<file path="src/hdl/dsss_pkg.sv">
package dsss_pkg;

    // Default geometry of the shared store.
    localparam int DEF_STORE_DEPTH = 256;
    localparam int DEF_DATA_WIDTH  = 32;

    // Fixed field widths of the transaction ports.
    localparam int CMD_W    = 2;
    localparam int OUT_W    = 32;
    localparam int FILL_W   = 9;
    localparam int STATUS_W = 2;

    // Command codes. The unused code behaves like CMD_NONE.
    localparam logic [CMD_W-1:0] CMD_NONE = 2'd0;
    localparam logic [CMD_W-1:0] CMD_PUSH = 2'd1;
    localparam logic [CMD_W-1:0] CMD_POP  = 2'd2;

    // Status codes reported with every result.
    localparam logic [STATUS_W-1:0] STAT_OK    = 2'd0;
    localparam logic [STATUS_W-1:0] STAT_FULL  = 2'd1;
    localparam logic [STATUS_W-1:0] STAT_EMPTY = 2'd2;

    typedef enum logic [1:0] {
        ST_IDLE,
        ST_EXEC,
        ST_LOAD
    } t_state;

    // Controller to datapath commands.
    typedef struct packed {
        logic capture;
        logic exec;
        logic load_top;
        logic load_out;
    } t_dp_cmd;

    // Datapath to controller status.
    typedef struct packed {
        logic needs_read;
    } t_dp_sts;

endpackage

</file>
<file path="src/hdl/dsss_ctrl.sv">
module dsss_ctrl (
    input  logic              i_clk,
    input  logic              i_rst_n,
    input  logic              i_in_valid,
    output logic              o_in_stall,
    output logic              o_out_valid,
    input  logic              i_out_stall,
    output dsss_pkg::t_dp_cmd o_cmd,
    input  dsss_pkg::t_dp_sts i_sts
);

    dsss_pkg::t_state r_state;
    dsss_pkg::t_state n_state;
    logic             r_out_valid;
    logic             n_out_valid;
    logic             in_ready;

    // A new transaction is taken only when the result slot is free or drains now.
    assign in_ready    = (r_state == dsss_pkg::ST_IDLE) && (!r_out_valid || !i_out_stall);
    assign o_in_stall  = !in_ready;
    assign o_out_valid = r_out_valid;

    always_comb begin
        n_state = r_state;
        unique case (r_state)
            dsss_pkg::ST_IDLE: begin
                if (i_in_valid && in_ready) begin
                    n_state = dsss_pkg::ST_EXEC;
                end
            end
            dsss_pkg::ST_EXEC: begin
                n_state = i_sts.needs_read ? dsss_pkg::ST_LOAD : dsss_pkg::ST_IDLE;
            end
            dsss_pkg::ST_LOAD: begin
                n_state = dsss_pkg::ST_IDLE;
            end
            default: begin
                n_state = dsss_pkg::ST_IDLE;
            end
        endcase
    end

    always_comb begin
        o_cmd = '0;
        unique case (r_state)
            dsss_pkg::ST_IDLE: begin
                o_cmd.capture = i_in_valid && in_ready;
            end
            dsss_pkg::ST_EXEC: begin
                o_cmd.exec     = 1'b1;
                o_cmd.load_out = !i_sts.needs_read;
            end
            dsss_pkg::ST_LOAD: begin
                o_cmd.load_top = 1'b1;
                o_cmd.load_out = 1'b1;
            end
            default: begin
                o_cmd = '0;
            end
        endcase
    end

    assign n_out_valid = o_cmd.load_out || (r_out_valid && i_out_stall);

    always_ff @(posedge i_clk) begin
        if (!i_rst_n) begin
            r_state     <= dsss_pkg::ST_IDLE;
            r_out_valid <= 1'b0;
        end else begin
            r_state     <= n_state;
            r_out_valid <= n_out_valid;
        end
    end

endmodule

</file>
<file path="config.mk">
export PLATFORM = sky130hd
export DESIGN_NAME = dsss_ctrl
export DESIGN_NICKNAME = d
export VERILOG_FILES = /design/src/hdl/dsss_pkg.sv /design/src/hdl/dsss_ctrl.sv
export SDC_FILE = /design/constraint.sdc
export NUM_CORES = 1
export LEC_CHECK = 0
export BUFFER_PORTS_ARGS = -buffer_cell sky130_fd_sc_hd__buf_2
export CAP_MARGIN = 10
export CORE_AREA = 2 2 39 41
export CTS_BUF_LIST = sky130_fd_sc_hd__clkbuf_4
export DETAILED_ROUTE_END_ITERATION = 10
export DIE_AREA = 0 0 41 43
export SLEW_MARGIN = 20
export SYNTH_ARGS = -nofsm -noshare
export SYNTH_HDL_FRONTEND = slang
export SYNTH_SLANG_ARGS = --single-unit
</file>
<file path="constraint.sdc">
create_clock -name i_clk -period 1.3 [get_ports i_clk]
set_input_delay 0.26 -clock i_clk [delete_from_list [all_inputs] [get_ports i_clk]]
set_output_delay 0.26 -clock i_clk [all_outputs]
set_load 0.02 [all_outputs]
</file>
Word level (Yosys, flattened, before mapping)
Index checks and enable logic that the tools add are counted. W data, S select, Z words.

Flip-flop bits (word level): 3. Input bits: 5. Output and inout port bits: 6. Word-level logic and storage cells: 22.

Equality and inequality tests: 3. Multiplexer cells: 7. Reductions and logical operators: 10.

Operator list (number): $logic_not A1 Y1 (4); $mux W2 (2); $pmux W2 S2 (1); $logic_and A1 B1 Y1 (3); $mux W1 (3); $eq A2 B1 Y1 const B (1); $eq A2 B2 Y1 const B (1); $logic_not A2 Y1 (1); $logic_or A1 B1 Y1 (2); $ne A2 B1 Y1 const B (1); $pmux W1 S2 (1).

Depth between registers and ports, before layout
Gate-level depths: netlist of the first run.

Depth after elaboration: 6. Mapped depth: 5. Depth with buffers taken out: 5.

Worst setup path after synthesis of the first run
OpenSTA, ideal clock, no wires.

Kind: register to output. Start: reg r_state[1]. End: out o_cmd[0] (netlist name). Data arrival time: 1.076 ns. Required time: 1.040 ns. Path slack: -0.036 ns. Cell stages (with the launch flop): 6. Buffers on the path: 0. Path through: dfxtp_1 -> inv_1 -> ha_1 -> nor2b_1 -> o21ai_1 -> inv_1.

RTL lines: from (decl) (line dsss_ctrl.sv:12) `dsss_pkg::t_state r_state;`; from (signal assigned) (line dsss_ctrl.sv:67) `r_state <= dsss_pkg::ST_IDLE;`; from (signal assigned) (line dsss_ctrl.sv:70) `r_state <= n_state;`; to (decl) (line dsss_ctrl.sv:8) `output dsss_pkg::t_dp_cmd o_cmd,`.

==> results of run 1 <==
[metal layers]
metal,global-route usage,part of all wire,up-vias
li1,-,-,110
met1,0.0735,0.42,96
met2,0.103,0.47,11
met3,0.0785,0.12,0
met4,0.0800,0,0
met5,0,0,-
[placed cells by master, fill, tap and decap left out]
cell type  Yosys  routed
nand3_1        1       1
buf_6          0       5
ha_1           4       1
clkbuf_4       0       4
nor2b_4        0       1
a21boi_1       1       1
ha_4           0       3
dfxtp_1        3       1
o21ai_2        0       1
inv_4          0       2
dfxtp_2        0       1
mux2i_1        2       2
dfxtp_4        0       1
and3_4         0       1
a21boi_4       1       1
buf_2          0       5
inv_1          3       1
nand2_1        4       3
nand2_2        1       2
buf_4          0       4
[power groups by stage]
stage,logic [W],clock network [W],registers [W]
global placement,0.000183,0,0.000114
finish,0.000278,0.000184,0.000125
floorplan,0.000120,0,0.000116
detailed placement,0.000184,0,0.000115
global route,0.000299,0.000216,0.000126
CTS,0.000228,0.000196,0.000122
[area by class of cell]
type                            count  share of cell area
Clock buffer                        4              0.0684
Multi-Input combinational cell     17               0.447
Tap cell                           16              0.0456
Sequential cell                     3               0.148
Inverter                            3              0.0370
Timing Repair Buffer               14               0.254
[stage by stage]
| step | instances | util | hold WS [ns] | cell area [um^2] | setup WS [ns] |
|---|---|---|---|---|---|
| floorplan | 23 | - | 0.406 | 215 | 0.0371 |
| finish | 57 | 0.317 | 0.313 | 439 | -0.162 |
| CTS | 57 | 0.279 | 0.306 | 387 | -0.180 |
| detailed placement | 52 | 0.222 | 0.490 | 308 | -0.00341 |
| global placement | 52 | 0.222 | 0.476 | 308 | -0.000756 |
| global route | 57 | 0.317 | 0.308 | 439 | -0.245 |
[logic make-up (layout without fill, tap and decap cells)]
logic type               count (synthesis)  after routing
AND/OR/NAND/NOR                          8              8
adder cells (fa/ha/maj)                  4              4
AO/OA/AOI/OAI                            3              3
flip-flops                               3              3
buffers and inverters                    3             21
multiplexers                             2              2
[worst max-delay path, stage by stage, from the launching register on]
cell and delay [ns]:
dfxtp_2 0.34, inv_4 0.05, ha_4 0.15, nor2b_4 0.12, o21ai_2 0.12, inv_1 0.06
buf_6 0.13
[sequential cells by signal, summed over array words and instances (netlist names)]
name         cells
r_state          2
o_out_valid      1
[worst max-delay path by stage]
stage	end	slack (ns)	depth (start not counted)
detailed placement	o_cmd[0]	-0.003	6
finish	o_cmd[0]	-0.16	6
CTS	o_cmd[0]	-0.18	6
global placement	o_cmd[0]	-0.0008	6
floorplan	o_cmd[0]	0.04	5
global route	o_cmd[0]	-0.24	6
[repair_timing]
item	4_1_cts	5_1_grt
endpoints found under the hold margin	0	0
pin swaps	1	2
resized for setup	14	12
setup buffers	1	1
cloned	0	0
endpoints found under the setup margin	5	5
==> metrics.txt, run 1 <==
post-DR vias/cell 3.81; Post-DP HPWL approximately 370 um; CP Capture Type output port; post-synthesis sequential area ratio 0.282; Post-synth EDFFs 0; number of global-route vias before repair around 220; average cell area after synthesis 9.25 um^2; setup violators final 2; first-pass GRT wire length approximately 840 um; CTS Buffer Depth 2; failing checks negative setup slack; largest net degree at the start of global routing 6; Detailed Route WL approximately 510 um; num rows 14; area of the multi-input gates 196 um^2; Req. time, crit path 1.04 ns; DIE AREA about 1800 um^2; GP Congestion between 0.7 and 0.8; cell taking the most area after synthesis dfxtp_1; share of post-route cells with drive strength above 1 0.756; I/O pins 11; DR iter-0 viols 0; NetSw 0.000190 W; DR WL/cell 8.96 um; RSZ-0062 raised after global routing true; Layout area overhead 106%; total congestion overflow 0; post-synthesis simple-gate area fraction 0.188; Comb power frac 0.473; Max H-tree Level 1; xor/xnor share of the synthesized area 0; VDD IR max between 0.0003 and 0.0004 V; reg2reg path depth 6; Slew Limit Fails 0; final hold vios 0; crit path DAT 1.20 ns; port bufs 10; Mapped Nets 32; pwr dens ~1300 nW/um^2; Crit Path Class reg2out; #FFs+latches synth 3; status finished with violations; CTS clk-pin slew, worst paths 0.04 ns; CTS buffer count 3; leakage power a little over 0.2 nW; min-delay src i_sts; ant diodes 0; clock power share 0.314; synthesized netlist cell count 23; Max Cap Viol 0; clock skew ~0.0024 ns; core area about 1400 um^2; Yosys top cell area share 0.282; synthesized-area fraction occupied by adder cells 0.235; R2R Setup Slk roughly 0.24 ns; synthesized area ~210 um^2; Yosys warning count 0; Slew @ Worst Pin ~0.11 ns; Fmax achieved approximately 0.68 GHz; Antenna Nets Post-Route 0; Internal Power between 0.0003 and 0.0004 W; Slew headroom 0.928; Clock Root Buffer clkbuf_4; RR Startpoint r_state[1]; drt drc 0; fin crit share 1.12; Post-synth ARST share 0; initial antenna violation count 0; Top FF cell, synth dfxtp_1; crit path launch r_state[1]; Worst Hold Path Cells 3; # hold bufs at CTS 0; Layout Nets 51; Initial DRT Pass Iterations 1; via count between 200 and 250; synth cell count leaders ha_1 (4), nand2_1 (4), dfxtp_1 (3), inv_1 (3), mux2i_1 (2); switching power as a share of total power 0.323; Setup TNS -0.214 ns; gr usage total 0.0832; Synth area leaders dfxtp_1 (28%), ha_1 (24%), mux2i_1 (9.4%); min cycle time layout 1.46 ns; Max FO, Critical Path 3; post-synthesis cell type count 12; Pwr Total ~0.00059 W; Clock Latency Late Sink about 0.23 ns; Flop pwr share 0.212; final worst slack -0.162 ns; largest family of logic cells by synthesized area adder cells; Synth Area in Compound Gates 0.147; Hold Path Sink r_state[1]; die width between 40 and 50 um; Hold/Removal Path Class in2reg; post-synthesis mux area share 0.0941; CTS Sinks 3; Critical R2R Capture o_out_valid; number of fill cells approximately 160; Starting Density 0.154; die height approximately 43 um; CTS tree yes; startpoint types register; register area around 65 um^2
Power figures use the tool's default switching activity.
==> run 2, diff against run 1 <==
==> constraint.sdc (replaced) <==
create_clock -name i_clk -period 1.6 [get_ports i_clk]
set_input_delay 0.32 -clock i_clk [delete_from_list [all_inputs] [get_ports i_clk]]
set_output_delay 0.32 -clock i_clk [all_outputs]
set_load 0.02 [all_outputs]
==> run 2 against run 1 <==
The flow now finishes without violations. Count of clock-buffer cells in the layout did not move. Core utilization fell by 4.4 points. Wire length down 2.2%. Via count rose by 2.3%. Global-route usage decreased by 0.59 points. Sequential power fell by 22%.
==> metrics.txt, run 2 (synthesized netlist as in run 1, its figures left out) <==
GP Congestion 0.738 (+0.86%); via count 222 (+2.3%); final hold vios 0 (unchanged); post-DR vias/cell 3.83 (+0.54%); num rows 14 (unchanged); VDD IR max 0.000447 V (+17%); core area 1380 um^2 (unchanged); DR iter-0 viols 4 (+4); commonest non-fill, non-tap cells in the layout buf_2 (9), buf_4 (5), nand2_1 (4), clkbuf_4 (4); setup violators final 0 (-2); Clock Root Buffer clkbuf_4; startpoint types register; Starting Density 0.154 (unchanged); Hold/Removal Path Class in2reg; share of post-route cells with drive strength above 1 0.690 (-0.0656); die width 41 um (unchanged); number of global-route vias before repair 232 (+4.0%); Slew @ Worst Pin 0.104 ns (-0.00173 ns); CTS buffer count 3 (unchanged); first-pass GRT wire length 828 um (-1.5%); Slew Limit Fails 0 (unchanged); Fmax achieved about 0.66 GHz; RSZ-0062 raised after global routing false; Max Cap Viol 0 (unchanged); Max H-tree Level 1 (unchanged); Layout area overhead 77.6%; Crit Path Class reg2out; crit path DAT 1.20 ns (about the same); die height 43 um (unchanged); min cycle time layout roughly 1.5 ns; CP Capture Type output port; Layout Nets 52 (+2.0%); Biggest register r_state; drt drc 0 (unchanged); DR WL/cell 8.62 um (-3.8%); max FFs per register 2 (unchanged); Max FO, Critical Path 3 (unchanged); CTS tree yes; pwr dens 1100 nW/um^2 (-18%); total congestion overflow 0 (unchanged); gr usage total 0.0772 (-0.00593); Clock Latency Late Sink 0.23 ns (about the same); Antenna Nets Post-Route 0 (unchanged); largest net degree at the start of global routing 6 (unchanged); ant diodes 0 (unchanged); Slew headroom 0.929 (+0.00118); I/O pins 11 (unchanged); Post-DP HPWL 374 um (+1.2%); leakage power 0.196 nW (-3.8%); status completed; Req. time, crit path 1.28 ns (+0.24 ns); commonest non-fill, non-tap cell in the layout buf_2; port bufs 10 (unchanged); Initial DRT Pass Iterations 2 (+1); CTS Sinks 3 (unchanged); initial antenna violation count 0 (unchanged); fin crit share 0.947; Setup TNS 0 ns (+0.214 ns); DIE AREA 1760 um^2 (unchanged); fin util 0.273 (-0.0443); CTS Buffer Depth 2 (unchanged); clock skew 0.00131 ns (-0.00112 ns); Detailed Route WL 500 um (-2.2%); CTS clk-pin slew, worst paths 0.03 ns (about the same)
[run 2: path summary, 6_finish.rpt]
kind / from / to / slack, ns / cells past startpoint
max: r_state[0] / o_cmd[0] / 0.08 / 5
min: i_sts / r_state[1] / 0.36 / 3
max reg2reg: r_state[0] / o_out_valid / 0.30 / 7
min reg2reg: r_state[0] / r_state[0] / 0.50 / 2
[run 2: power breakdown]
| part | switching (W) | total (W) | leakage (nW) | internal (W) |
|---|---|---|---|---|
| registers | 0.0000104 | 0.0000973 | 0.0253 | 0.0000869 |
| clock network | 0.0000371 | 0.000147 | 0.0184 | 0.000110 |
| logic | 0.0000871 | 0.000171 | 0.153 | 0.0000840 |
| total | 0.000135 | 0.000416 | 0.196 | 0.000281 |
[run 2: cell type report]
class	count	area (um^2)
timing repair buffer	15	93.8
tap	16	20.0
inverter	3	11.3
fill	153	1010
multi-input combinational	17	160
clock buffer	4	30.0
sequential	3	62.6
[run 2: routing by layer]
metal | track usage | part of all wire | routed length, um
met5 | 0 | 0 | 0
met4 | 0.0600 | 0 | 0
met3 | 0.0628 | 0.092 | 46
met2 | 0.125 | 0.52 | 259
met1 | 0.0513 | 0.39 | 194
[run 2: what timing repair did]
action                     CTS  global route
setup endpoints to repair    1             2
resized for setup            4             6
hold buffers                 0             0
pin swaps                    2             1
setup buffers                5             0
[run 2: per-stage QoR]
stage          hold slack (ns)  setup WS [ns]  std cells  cell area [um^2]  power [W]
2_1_floorplan            0.455          0.204         23               213   0.000190
3_3_place_gp             0.474          0.175         49               283   0.000228
3_5_place_dp             0.479          0.153         49               283   0.000231
4_1_cts                  0.360        0.00209         58               357   0.000411
5_1_grt                  0.369         0.0151         58               378   0.000455
6_report                 0.364         0.0842         58               378   0.000416
[run 2: worst max-delay path, cell delays in order, from the launching register on]
cell,delay [ns]
dfxtp_2,0.36
inv_2,0.06
ha_1,0.30
o21ai_2,0.07
inv_1,0.06
buf_6,0.12
